===== config.mk =====
export PLATFORM = sky130hd
export DESIGN_NAME = ir_remote_input_selector_core
export DESIGN_NICKNAME = d
export VERILOG_FILES = /design/src/irsel_pkg.sv /design/src/ir_remote_input_selector_core.sv /design/src/irsel_frame_rx.sv /design/src/irsel_encoder.sv
export SDC_FILE = /design/constraint.sdc
export NUM_CORES = 1
export LEC_CHECK = 0
export ABC_AREA = 1
export BUFFER_PORTS_ARGS = -buffer_cell sky130_fd_sc_hd__buf_2
export CAP_MARGIN = 20
export CORE_UTILIZATION = 35
export CTS_CLUSTER_SIZE = 30
export DETAILED_ROUTE_END_ITERATION = 16
export PLACE_DENSITY = 0.56
export SLEW_MARGIN = 25
export SYNTH_ARGS = -nofsm -noshare
export SYNTH_HDL_FRONTEND = slang
export SYNTH_SLANG_ARGS = --single-unit

===== constraint.sdc =====
create_clock -name clk -period 3.2 [get_ports clk]
set_clock_uncertainty 0.05 [all_clocks]
set_input_delay 0.32 -clock clk [delete_from_list [all_inputs] [get_ports clk]]
set_output_delay 0.32 -clock clk [all_outputs]
set_load 0.1 [all_outputs]

===== src/irsel_pkg.sv =====
// shared types and constants for the ir remote input selector
package irsel_pkg;

	localparam int unsigned FRAME_W = 12;
	localparam logic [3:0] TOP_BIT = 4'd11;
	localparam logic [2:0] HDR_OK = 3'b101;
	localparam logic [5:0] CODE_LOW_VAL = 6'b001000;
	localparam logic [5:0] CODE_MID_VAL = 6'b010000;
	localparam logic [5:0] CODE_HIGH_VAL = 6'b100000;

	localparam int unsigned ERR_S1 = 0;
	localparam int unsigned ERR_H = 1;

	localparam logic CFG_THRESHOLD = 1'b0;
	localparam logic CFG_TOP_LEVEL = 1'b1;

	typedef enum logic [1:0] {
		REQ_PULSE = 2'd0,
		REQ_LEVEL = 2'd1,
		REQ_ENCODER = 2'd2,
		REQ_NONE = 2'd3
	} req_t;

	typedef enum logic [1:0] {
		DRV_STOP = 2'd0,
		DRV_CW = 2'd1,
		DRV_CCW = 2'd2
	} drive_t;

	typedef enum logic [1:0] {
		ST_NONE = 2'd0,
		ST_OK = 2'd1,
		ST_DIFFER = 2'd2,
		ST_BAD_HDR = 2'd3
	} status_t;

	typedef enum logic [1:0] {
		CODE_LOW = 2'd0,
		CODE_MID = 2'd1,
		CODE_HIGH = 2'd2,
		CODE_OTHER = 2'd3
	} code_t;

	typedef struct packed {
		logic done;
		status_t status;
		logic s1_en;
		logic h_en;
		code_t code;
		logic [1:0] err;
	} frame_cmd_t;

	typedef struct packed {
		logic step;
		logic cw;
	} enc_step_t;

endpackage


===== src/ir_remote_input_selector_core.sv =====
// top level: input register, channel and volume control, result register
//
//  channel | handshake           | payload
//  in      | in_valid / in_stall | req_type pulse_ticks level phase_a phase_b
//  out     | out_valid/out_stall | channel motor_drive frame_status command_error level_target
//  cfg     | cfg_we              | cfg_index cfg_data
//
// one item per cycle unless stalled; items pass the input register, then the result register
// all state updates in one pass between the input register and the result register
// reset clears valid flags and levels; channel resets to 0001, threshold to 71, top level to 4
// out_stall holds the result and backs up into in_stall after one buffered item
module ir_remote_input_selector_core (
	input  logic clk,
	input  logic arst_n,
	input  logic in_valid,
	output logic in_stall,
	input  logic [1:0] req_type,
	input  logic [7:0] pulse_ticks,
	input  logic [3:0] level,
	input  logic phase_a,
	input  logic phase_b,
	output logic out_valid,
	input  logic out_stall,
	output logic [3:0] channel,
	output logic [1:0] motor_drive,
	output logic [1:0] frame_status,
	output logic [1:0] command_error,
	output logic [3:0] level_target,
	input  logic cfg_we,
	input  logic cfg_index,
	input  logic [7:0] cfg_data
);

	logic [7:0] thr_q;
	logic [3:0] top_q;

	logic valid_s1;
	irsel_pkg::req_t req_s1;
	logic [7:0] ticks_s1;
	logic [3:0] level_s1;
	logic a_s1;
	logic b_s1;

	logic [3:0] channel_q;
	logic [3:0] cur_q;
	logic [3:0] tgt_q;
	logic moving_q;
	irsel_pkg::drive_t drv_q;

	logic out_valid_s2;
	logic [3:0] channel_s2;
	logic [1:0] drive_s2;
	logic [1:0] status_s2;
	logic [1:0] err_s2;
	logic [3:0] target_s2;

	logic load_ok;
	logic adv;
	logic in_xfer;

	irsel_pkg::frame_cmd_t fcmd;
	irsel_pkg::enc_step_t estep;

	logic [3:0] chan_n;
	logic [3:0] cur_n;
	logic [3:0] tgt_n;
	logic mov_n;
	irsel_pkg::drive_t drv_n;
	irsel_pkg::status_t status_n;
	logic [1:0] err_n;

	assign load_ok = !out_valid_s2 || !out_stall;
	assign adv = valid_s1 && load_ok;
	assign in_stall = valid_s1 && !load_ok;
	assign in_xfer = in_valid && !in_stall;

	irsel_frame_rx u_frame_rx (
		.clk(clk),
		.arst_n(arst_n),
		.en(adv && (req_s1 == irsel_pkg::REQ_PULSE)),
		.pulse_ticks(ticks_s1),
		.threshold(thr_q),
		.cmd(fcmd)
	);

	irsel_encoder u_encoder (
		.clk(clk),
		.arst_n(arst_n),
		.en(adv && (req_s1 == irsel_pkg::REQ_ENCODER)),
		.phase_a(a_s1),
		.phase_b(b_s1),
		.step(estep)
	);

	always_ff @(posedge clk or negedge arst_n) begin
		if (!arst_n) begin
			thr_q <= 8'd71;
			top_q <= 4'd4;
		end else if (cfg_we) begin
			case (cfg_index)
				irsel_pkg::CFG_THRESHOLD: thr_q <= cfg_data;
				irsel_pkg::CFG_TOP_LEVEL: top_q <= cfg_data[3:0];
				default: ;
			endcase
		end
	end

	// input register
	always_ff @(posedge clk or negedge arst_n) begin
		if (!arst_n) begin
			valid_s1 <= 1'b0;
		end else if (in_xfer) begin
			valid_s1 <= 1'b1;
		end else if (adv) begin
			valid_s1 <= 1'b0;
		end
	end

	always_ff @(posedge clk) begin
		if (in_xfer) begin
			req_s1 <= irsel_pkg::req_t'(req_type);
			ticks_s1 <= pulse_ticks;
			level_s1 <= level;
			a_s1 <= phase_a;
			b_s1 <= phase_b;
		end
	end

	always_comb begin
		chan_n = channel_q;
		cur_n = cur_q;
		tgt_n = tgt_q;
		mov_n = moving_q;
		drv_n = drv_q;
		status_n = irsel_pkg::ST_NONE;
		err_n = '0;
		case (req_s1)
			irsel_pkg::REQ_PULSE: begin
				if (fcmd.done) begin
					status_n = fcmd.status;
					err_n = fcmd.err;
					if (fcmd.s1_en) begin
						case (fcmd.code)
							irsel_pkg::CODE_LOW: chan_n = 4'b1000;
							irsel_pkg::CODE_MID: chan_n = 4'b0100;
							irsel_pkg::CODE_HIGH: chan_n = 4'b0001;
							default: ;
						endcase
					end
					// h group channel select wins over s1 for the low code when both are set
					if (fcmd.h_en) begin
						case (fcmd.code)
							irsel_pkg::CODE_LOW: chan_n = 4'b0010;
							irsel_pkg::CODE_MID: begin
								if (cur_q != 4'd0) begin
									tgt_n = (tgt_q != 4'd0) ? (tgt_q - 4'd1) : tgt_q;
									drv_n = irsel_pkg::DRV_CCW;
									mov_n = 1'b1;
								end
							end
							irsel_pkg::CODE_HIGH: begin
								if (cur_q < top_q) begin
									tgt_n = (tgt_q != 4'hF) ? (tgt_q + 4'd1) : tgt_q;
									drv_n = irsel_pkg::DRV_CW;
									mov_n = 1'b1;
								end
							end
							default: ;
						endcase
					end
				end
			end
			irsel_pkg::REQ_LEVEL: begin
				if (level_s1 != cur_q) begin
					cur_n = level_s1;
					if (!moving_q) begin
						tgt_n = level_s1;
					end
				end
			end
			irsel_pkg::REQ_ENCODER: begin
				if (estep.step) begin
					if (estep.cw) begin
						chan_n = (channel_q == 4'b1000) ? 4'b0001 : {channel_q[2:0], 1'b0};
					end else begin
						chan_n = (channel_q == 4'b0001) ? 4'b1000 : {1'b0, channel_q[3:1]};
					end
				end
			end
			default: ;
		endcase
		// motor stops once the level reaches the target
		if (cur_n == tgt_n) begin
			drv_n = irsel_pkg::DRV_STOP;
			mov_n = 1'b0;
		end
	end

	always_ff @(posedge clk or negedge arst_n) begin
		if (!arst_n) begin
			channel_q <= 4'b0001;
			cur_q <= '0;
			tgt_q <= '0;
			moving_q <= 1'b0;
			drv_q <= irsel_pkg::DRV_STOP;
		end else if (adv) begin
			channel_q <= chan_n;
			cur_q <= cur_n;
			tgt_q <= tgt_n;
			moving_q <= mov_n;
			drv_q <= drv_n;
		end
	end

	// result register
	always_ff @(posedge clk or negedge arst_n) begin
		if (!arst_n) begin
			out_valid_s2 <= 1'b0;
		end else if (adv) begin
			out_valid_s2 <= 1'b1;
		end else if (!out_stall) begin
			out_valid_s2 <= 1'b0;
		end
	end

	always_ff @(posedge clk) begin
		if (adv) begin
			channel_s2 <= chan_n;
			drive_s2 <= drv_n;
			status_s2 <= status_n;
			err_s2 <= err_n;
			target_s2 <= tgt_n;
		end
	end

	assign out_valid = out_valid_s2;
	assign channel = channel_s2;
	assign motor_drive = drive_s2;
	assign frame_status = status_s2;
	assign command_error = err_s2;
	assign level_target = target_s2;

	assert property (@(posedge clk) disable iff (!arst_n) $onehot(channel_q))
		else $error("channel register lost its one-hot code");

	assert property (@(posedge clk) disable iff (!arst_n)
		(cur_q == tgt_q) |-> (drv_q == irsel_pkg::DRV_STOP && !moving_q))
		else $error("motor still driven at target level");

	assert property (@(posedge clk) disable iff (!arst_n) in_stall |-> valid_s1)
		else $error("input stalled with empty input register");

	assert property (@(posedge clk) disable iff (!arst_n)
		(out_valid && command_error != 2'd0) |-> (frame_status == irsel_pkg::ST_OK))
		else $error("command error reported without an accepted frame pair");

	assert property (@(posedge clk) disable iff (!arst_n) adv |=> out_valid)
		else $error("transfer into result register lost");

endmodule


===== src/irsel_frame_rx.sv =====
// ir bit shifter, frame pair store and pair check
module irsel_frame_rx (
	input  logic clk,
	input  logic arst_n,
	input  logic en,
	input  logic [7:0] pulse_ticks,
	input  logic [7:0] threshold,
	output irsel_pkg::frame_cmd_t cmd
);

	logic [3:0] bit_pos_q;
	logic [1:0] held_q;
	logic [irsel_pkg::FRAME_W-1:0] frame0_q;
	logic [irsel_pkg::FRAME_W-1:0] frame1_q;

	logic set_bit;
	logic wrap;
	logic [irsel_pkg::FRAME_W-1:0] mask;
	logic [irsel_pkg::FRAME_W-1:0] frame0_n;
	logic [irsel_pkg::FRAME_W-1:0] frame1_n;
	logic [1:0] held_n;
	logic [3:0] bit_pos_n;
	logic [5:0] data;

	always_comb begin
		set_bit = (pulse_ticks > threshold) && (bit_pos_q <= irsel_pkg::TOP_BIT);
		wrap = (bit_pos_q == 4'd0) || (bit_pos_q > irsel_pkg::TOP_BIT);
		mask = set_bit ? (irsel_pkg::FRAME_W'(1) << bit_pos_q) : '0;
		frame0_n = held_q[0] ? frame0_q : (frame0_q | mask);
		frame1_n = held_q[0] ? (frame1_q | mask) : frame1_q;
		held_n = wrap ? (held_q + 2'd1) : held_q;
		bit_pos_n = wrap ? irsel_pkg::TOP_BIT : (bit_pos_q - 4'd1);
		data = frame0_n[5:0];

		cmd = '0;
		cmd.status = irsel_pkg::ST_NONE;
		if (data == irsel_pkg::CODE_LOW_VAL) begin
			cmd.code = irsel_pkg::CODE_LOW;
		end else if (data == irsel_pkg::CODE_MID_VAL) begin
			cmd.code = irsel_pkg::CODE_MID;
		end else if (data == irsel_pkg::CODE_HIGH_VAL) begin
			cmd.code = irsel_pkg::CODE_HIGH;
		end else begin
			cmd.code = irsel_pkg::CODE_OTHER;
		end
		cmd.done = held_n[1];
		if (held_n[1]) begin
			if (frame0_n != frame1_n) begin
				cmd.status = irsel_pkg::ST_DIFFER;
			end else if (frame0_n[11:9] != irsel_pkg::HDR_OK) begin
				cmd.status = irsel_pkg::ST_BAD_HDR;
			end else begin
				cmd.status = irsel_pkg::ST_OK;
				cmd.s1_en = frame0_n[7];
				cmd.h_en = frame0_n[8];
				cmd.err[irsel_pkg::ERR_S1] = frame0_n[7] && (cmd.code == irsel_pkg::CODE_OTHER);
				cmd.err[irsel_pkg::ERR_H] = frame0_n[8] && (cmd.code == irsel_pkg::CODE_OTHER);
			end
		end
	end

	always_ff @(posedge clk or negedge arst_n) begin
		if (!arst_n) begin
			bit_pos_q <= irsel_pkg::TOP_BIT;
			held_q <= '0;
			frame0_q <= '0;
			frame1_q <= '0;
		end else if (en) begin
			bit_pos_q <= bit_pos_n;
			if (held_n[1]) begin
				// pair checked, then discarded
				held_q <= '0;
				frame0_q <= '0;
				frame1_q <= '0;
			end else begin
				held_q <= held_n;
				frame0_q <= frame0_n;
				frame1_q <= frame1_n;
			end
		end
	end

	assert property (@(posedge clk) disable iff (!arst_n) bit_pos_q <= irsel_pkg::TOP_BIT && !held_q[1])
		else $error("frame bit position or pair count out of range");

endmodule


===== src/irsel_encoder.sv =====
// quadrature encoder sample tracking and channel step detection
module irsel_encoder (
	input  logic clk,
	input  logic arst_n,
	input  logic en,
	input  logic phase_a,
	input  logic phase_b,
	output irsel_pkg::enc_step_t step
);

	logic last_a_q;
	logic last_b_q;
	logic last_dir_q;
	logic [1:0] turn_q;

	logic moved;
	logic dir;

	always_comb begin
		moved = (phase_a != last_a_q) && (phase_b != last_b_q);
		dir = phase_a ^ phase_b;
		step.step = moved && ((dir != last_dir_q) || (turn_q >= 2'd2));
		step.cw = dir;
	end

	always_ff @(posedge clk or negedge arst_n) begin
		if (!arst_n) begin
			last_a_q <= 1'b0;
			last_b_q <= 1'b0;
			last_dir_q <= 1'b0;
			turn_q <= '0;
		end else if (en && (phase_a != last_a_q)) begin
			last_a_q <= phase_a;
			if (phase_b != last_b_q) begin
				last_b_q <= phase_b;
				last_dir_q <= dir;
				turn_q <= step.step ? 2'd1 : (turn_q + 2'd1);
			end
		end
	end

endmodule

* Word-level counts from Yosys, hierarchy flattened
Cells that the tools add are included. W data, S select, Z words.
Storage, ports and cells: output and inout port bits 16, bits in registers 94, input port bits 30, word-level logic and storage cells 161
Operators by class: order comparisons 5, muxes and demuxes 57, add/sub/neg operators 5, equal/unequal tests 21, shift operators 1, bitwise gates (word level) 6, reductions and logical operators 37
Operator list (count):
- $mux W4 | 19
- $mux W12 | 5
- $mux W2 | 15
- $or A12 B12 Y12 | 2
- $pmux W4 S2 | 3
- $mux W1 | 12
- $ne A12 B12 Y1 | 1
- $pmux W4 S3 | 1
- $shl A1 B4 Y12 const A | 1
- $logic_and A1 B1 Y1 | 11
- $reduce_and A2 Y1 | 5
- $reduce_bool A2 Y1 | 5
- $ne A3 B3 Y1 const B | 3
- $gt A8 B8 Y1 | 1
- $reduce_bool A4 Y1 | 2
- $sub A4 B1 Y4 const B | 2
- $reduce_and A7 Y1 | 1
- $eq A2 B2 Y1 const B | 3
- $eq A6 B4 Y1 const B | 1
- $eq A6 B5 Y1 const B | 1
- $eq A6 B6 Y1 const B | 1
- $add A2 B1 Y2 const B | 2
- $add A4 B1 Y4 const B | 1
- $eq A2 B1 Y1 const B | 2
- other kinds (22) | 32

* Depth between registers and ports, before layout
word-level depth 17, gate-level depth with buffers 30

* By module
From an unflattened synthesis, not the netlist that was laid out.
Second synthesis, totals: cells, all modules 746, area, all modules 5664.2 um2
By module, submodules not included:
- ir_remote_input_selector_core | area an instance 3094.2 um2, instances 1, cells each 361
- irsel_frame_rx | area an instance 2240.9 um2, instances 1, cells each 340
- irsel_encoder | area an instance 329.1 um2, instances 1, cells each 45

* Least setup slack after synthesis
OpenSTA, ideal clock, no wires.
path type register -> register, from reg out_valid_s2 (netlist: out_valid), to reg a_s1 (enable), cell stages (with the launch flop) 6, slack -0.070 ns, data arrival time 2.905 ns, data required time 2.835 ns, period minus slack after synthesis 3.270 ns, cells stage by stage dfrtp_1 > nand2_1 > nor2_1 > inv_1 > nand2_1 > inv_1
Between the ends: longest elaborated chain between the ends 6
Ends and longest elaborated chain:
- start, declared | line ir_remote_input_selector_core.sv:50 | logic out_valid_s2;
- start signal, assigned | line ir_remote_input_selector_core.sv:218 | out_valid_s2 <= 1'b0;
- start signal, assigned | line ir_remote_input_selector_core.sv:220 | out_valid_s2 <= 1'b1;
- start signal, assigned | line ir_remote_input_selector_core.sv:222 | out_valid_s2 <= 1'b0;
- $logic_not A1 Y1 | line ir_remote_input_selector_core.sv:72 | assign load_ok = !out_valid_s2 || !out_stall;
- $logic_or A1 B1 Y1 | line ir_remote_input_selector_core.sv:72
- $logic_not A1 Y1 | line ir_remote_input_selector_core.sv:74 | assign in_stall = valid_s1 && !load_ok;
- $logic_and A1 B1 Y1 | line ir_remote_input_selector_core.sv:74
- net in_stall | line ir_remote_input_selector_core.sv:16 | output logic in_stall,
- $logic_not A1 Y1 | line ir_remote_input_selector_core.sv:75 | assign in_xfer = in_valid && !in_stall;
- $logic_and A1 B1 Y1 | line ir_remote_input_selector_core.sv:75
- net in_xfer | line ir_remote_input_selector_core.sv:59 | logic in_xfer;
- end signal, assigned | line ir_remote_input_selector_core.sv:124 | a_s1 <= phase_a;
- end, declared | line ir_remote_input_selector_core.sv:41 | logic a_s1;
The timed path passes the listed nets, and every way through them passes these cells. A chain may end at the register's enable or synchronous reset.

* Final worst setup path
from reg thr_q[6], to reg drive_s2[0] (netlist: motor_drive[0]) (data pin)
Between the ends: longest elaborated chain between the ends 16, elaborated cells between the ends (all ways) 30, those cells by class order compare (1); eq/ne (8); mux (18); bitwise (2); reduce/logical (1)
Ends and longest elaborated chain:
- start, declared | line ir_remote_input_selector_core.sv:34 | logic [7:0] thr_q;
- start signal, assigned | line ir_remote_input_selector_core.sv:101 | irsel_pkg::CFG_THRESHOLD: thr_q <= cfg_data;
- $gt A8 B8 Y1 (*) | line irsel_frame_rx.sv:26 | set_bit = (pulse_ticks > threshold) && (bit_pos_q <= irsel_pkg::TOP_BIT);
- $logic_and A1 B1 Y1 (*) | line irsel_frame_rx.sv:26
- $mux W12 (*) | line irsel_frame_rx.sv:28 | mask = set_bit ? (irsel_pkg::FRAME_W'(1) << bit_pos_q) : '0;
- $or A12 B12 Y12 | line irsel_frame_rx.sv:29 | frame0_n = held_q[0] ? frame0_q : (frame0_q | mask);
- $mux W12 | line irsel_frame_rx.sv:29
- $eq A6 B6 Y1 | line irsel_frame_rx.sv:41 | end else if (data == irsel_pkg::CODE_HIGH_VAL) begin
- $mux W1 | line irsel_frame_rx.sv:41
- $mux W2 | line irsel_frame_rx.sv:39 | end else if (data == irsel_pkg::CODE_MID_VAL) begin
- $mux W2 | line irsel_frame_rx.sv:37 | if (data == irsel_pkg::CODE_LOW_VAL) begin
- $eq A2 B2 Y1 / $eq A2 B1 Y1 (equally long branches) | line ir_remote_input_selector_core.sv:152 | case (fcmd.code)
- $pmux W4 S2 | line ir_remote_input_selector_core.sv:152
- $mux W4 | line ir_remote_input_selector_core.sv:151 | if (fcmd.h_en) begin
- $mux W4 | line ir_remote_input_selector_core.sv:139 | if (fcmd.done) begin
- $pmux W4 S2 | line ir_remote_input_selector_core.sv:137 | case (req_s1)
- $eq A4 B4 Y1 | line ir_remote_input_selector_core.sv:193 | if (cur_n == tgt_n) begin
- $mux W2 (*) | line ir_remote_input_selector_core.sv:193
- net drv_n[0] | line ir_remote_input_selector_core.sv:68 | irsel_pkg::drive_t drv_n;
- end signal, assigned | line ir_remote_input_selector_core.sv:229 | drive_s2 <= drv_n;
- end, declared | line ir_remote_input_selector_core.sv:52 | logic [1:0] drive_s2;
Mark *: on every way through the listed nets, which the timed path passes. The rest lies on a longest branch.

==> impl_metrics.csv <==
group,metric,value,unit
outcome,status,"complete, but fails checks",
outcome,failed_checks,"negative hold slack, negative setup slack",
synth,synth-seq-area-share,0.440,
clock_network,cts_tree,"built",
setup_path,cp_top_family,"simple AND/OR/NAND/NOR gates",
setup_path,worstPathBufferInverterCount,3,
route,vias_per_cell,4.64,
route,dr.pass1.iters,5,
setup_path,rr_worst_depth,24,
setup_path,rrSetupSlack,-0.15,ns
setup_path,crit_required,3.26,ns
clock_network,cts_made_buffers,9,
timing,whs,-0.0196,ns
layout,drive_gt1_frac,0.279,
synth,syn-num-nets,778,
grt,grt_overflow_total,0,
timing,tightest_slew,0.781,ns
route,drt_wl_total,13.1,mm
synth,synth_cells,729,
synth,ys_ff_latch,93,
worst_hold_path,min_path_type,"in -> async",
clock_network,cts_sinks,93,
route,routed-via-count,4874,
layout,area_delta_synth_final,24.8,%
floorplanning,design.portCount,46,
setup_path,r2r-end,"motor_drive[0]$_DFFE_PP_",
grt,antenna_found_initial,0,
synth,synth_enable_flop_cells,30,
synth,yosysWarnings,0,
layout,final_cell_mix,"nand2_1, inv_1, buf_4",
synth,synthFlopType,"dfrtp_1",
run,cap_violations,0,
synth,synth_area_per_cell,7.77,um^2
timing,worst_slack,-0.153,ns
setup_path,cp_common_cell,"nand2_2",
route,wl_per_cell,12.5,um
route,drcViolationCount,0,
clock_network,cts_buffer_depth,2,
clock_network,clkSlewWorstSetupHoldPaths,0.07,ns
setup_path,cp.arrival,3.41,ns
setup_path,end_kind,"flip-flop",
floorplanning,core_region_area,0.0158,mm^2
layout,nets,878,
synth,synthArstFlopShare,0.677,
layout,final_common_cell,"nand2_1",
timing,post-route-period-util,1.05,
timing,finalMaxSlewViolations,0,
power,peakVddDrop,0.389,mV
timing,fin_setup_tns,-1.15,ns
floorplanning,die_height,129,um
synth,synth.cell_area,0.00566,mm^2
setup_path,critPathSlowestCell,"dfstp_2",
floorplanning,initial_utilization,0.358,
clock_network,hold_buffers,0,
placement,routabilityCongestion,0.924,
timing,max-slew-margin-rel,0.477,
floorplanning,dieArea,0.0167,mm^2
clock_network,htree_levels,3,
grt,track_usage,0.167,
floorplanning,die_w,129,um
setup_path,start_kind,"flip-flop",
clock_network,clkLatencyLatePin,0.35,ns
setup_path,r2r-start,"thr_q[6]$_DFFE_PN1P_",
timing,rsz0062_at_grt,"yes",
setup_path,slowest_delay,0.51,ns
route,antenna_left,0,
route,dr.first_iter.drc_count,353,
setup_path,crit_chain,"inv_1 -> ha_4 -> nand2_2 -> nor2_4 -> nand2_2 -> nand2_4 -> clkbuf_16 -> nand4_2 -> nand2_2 -> nand2_1 -> nand2_2 -> nand2_1 -> nor2_2 -> nand3_4 -> nor2_8 -> nand4_1 -> nand3_2 -> nand2_2 -> nand2_2 -> nand2_2 -> nor2_4 -> nand2_2 -> inv_2 -> nor2_1",
synth,synth.distinct_cells,45,
floorplanning,row_count,46,
layout,fillers,1596,
placement,io_buffer_count,45,
grt,grt_pass1_wl,21.7,mm
placement,dp_worst_setup_slack,-0.215,ns
placement,dp_hpwl,9.43,mm
clock_network,root_buffer,"clkbuf_16",
timing,hold_violations,6,
layout,diodes,0,
layout,fin_area,0.00706,mm^2
timing,max_freq,298,MHz
setup_path,crit_fanout,12,
grt,grt_pass1_vias,4498,
setup_path,worst-setup-path-type,"reg -> reg",
power,power_density,855,mW/mm^2
grt,grt_max_degree,35,
timing,setup_viol,13,
placement,place_area,0.00647,mm^2
power,cellLeakagePower,0.00343,uW
timing,period_minus_slack,3.35,ns
[power by group]
part           leakage [uW]  internal, uW  switching (uW)
sequential          0.00107          1590             221
clock              0.000130           526             478
combinational       0.00223          1220            2000
[worst max path at each step]
stage                     slack [ns]                  endpoint                 start  depth (start not counted)
after detailed placement       -0.22  motor_drive[0]$_DFFE_PP_  thr_q[2]$_DFFE_PN1P_                         28
after floorplan                 0.20  motor_drive[0]$_DFFE_PP_  thr_q[2]$_DFFE_PN1P_                         23
after CTS                      -0.16  motor_drive[1]$_DFFE_PP_  thr_q[1]$_DFFE_PN1P_                         28
after global routing           -0.42  motor_drive[1]$_DFFE_PP_  thr_q[1]$_DFFE_PN1P_                         26
after global placement         -0.19  motor_drive[0]$_DFFE_PP_  thr_q[2]$_DFFE_PN1P_                         28
final                          -0.15  motor_drive[0]$_DFFE_PP_  thr_q[6]$_DFFE_PN1P_                         24
[synthesized netlist by cell type (2+ instances only)]
cell type | count | area, um^2
nor2_2 | 9 | 56.3
o31ai_1 | 2 | 15.0
xnor2_1 | 3 | 26.3
nand4_2 | 3 | 37.5
inv_2 | 8 | 30.0
nor3_1 | 7 | 35.0
nand3b_1 | 2 | 15.0
a21oi_1 | 21 | 105
o21ai_0 | 46 | 230
edfxtp_1 | 30 | 901
dfrtp_1 | 54 | 1350
nand2_2 | 12 | 75.1
nand4_1 | 27 | 169
inv_1 | 131 | 492
o21ai_1 | 4 | 20.0
xor2_1 | 7 | 61.3
nand3_1 | 20 | 100
ha_1 | 19 | 238
nor2_1 | 67 | 251
nor2_4 | 2 | 22.5
nand2_1 | 169 | 634
clkbuf_1 | 12 | 45.0
dfstp_2 | 9 | 236
o211ai_1 | 7 | 52.6
o22ai_1 | 26 | 163
nand3_2 | 5 | 50.1
nor4_1 | 2 | 12.5
or2_2 | 2 | 12.5
buf_2 | 3 | 15.0
buf_6 | 5 | 56.3
[sequential cells by signal, indices dropped and copies added (netlist names), 2 cells and up]
| name | flops |
|---|---|
| level_s1 | 4 |
| req_s1 | 2 |
| channel_q | 4 |
| level_target | 4 |
| cur_q | 4 |
| u_frame_rx.frame0_q | 12 |
| u_frame_rx.bit_pos_q | 4 |
| top_q | 4 |
| frame_status | 2 |
| u_frame_rx.frame1_q | 12 |
| channel | 4 |
| ticks_s1 | 8 |
| thr_q | 8 |
| motor_drive | 2 |
| command_error | 2 |
| drv_q | 2 |
| u_encoder.turn_q | 2 |
| tgt_q | 4 |
[kinds of logic after synthesis]
kind of cell,synth area share
fa+ha+maj,0.0420
compound gates,0.121
buf+inv,0.115
xor+xnor,0.0155
flops,0.440
simple gates,0.268
[metal layers]
layer  wire length [um]  GRT usage  up-vias
met5                  0          0        -
met4                152     0.0457        0
met3                406     0.0326       11
met2               5880      0.260       74
met1               6710      0.236     2226
li1                   -          -     2563
[area by class of cell]
type                       instances  area (um^2)  area share
tap                              216          270      0.0383
sequential                        93         2490       0.352
multi-input combinational        475         2720       0.385
clock buffer                      10          229      0.0324
clock inverter                     6         38.8     0.00549
timing repair buffer             110          793       0.112
inverter                         140          526      0.0744
[what timing repair did]
action	in CTS	in global routing
gates cloned	0	2
hold endpoints to repair	0	0
resized for setup	13	53
pin swaps	8	43
endpoints found under the setup margin	13	23
setup buffers	3	8
[through the flow]
step / util / total power, uW / cells
after global routing: 0.446 / 6550 / 1050
final: 0.446 / 6040 / 1050
after floorplan: - / 3910 / 729
after global placement: 0.409 / 4750 / 1021
after detailed placement: 0.409 / 4760 / 1021
after CTS: 0.430 / 5830 / 1040
[worst reg2reg max path, delay by kind of cell, from the launching register on]
family | cells | cell delay (ns)
buf+inv | 3 | 0.29
flops | 1 | 0.51
simple gates | 20 | 1.99
fa+ha+maj | 1 | 0.26
(Power assumes the default switching activity.)
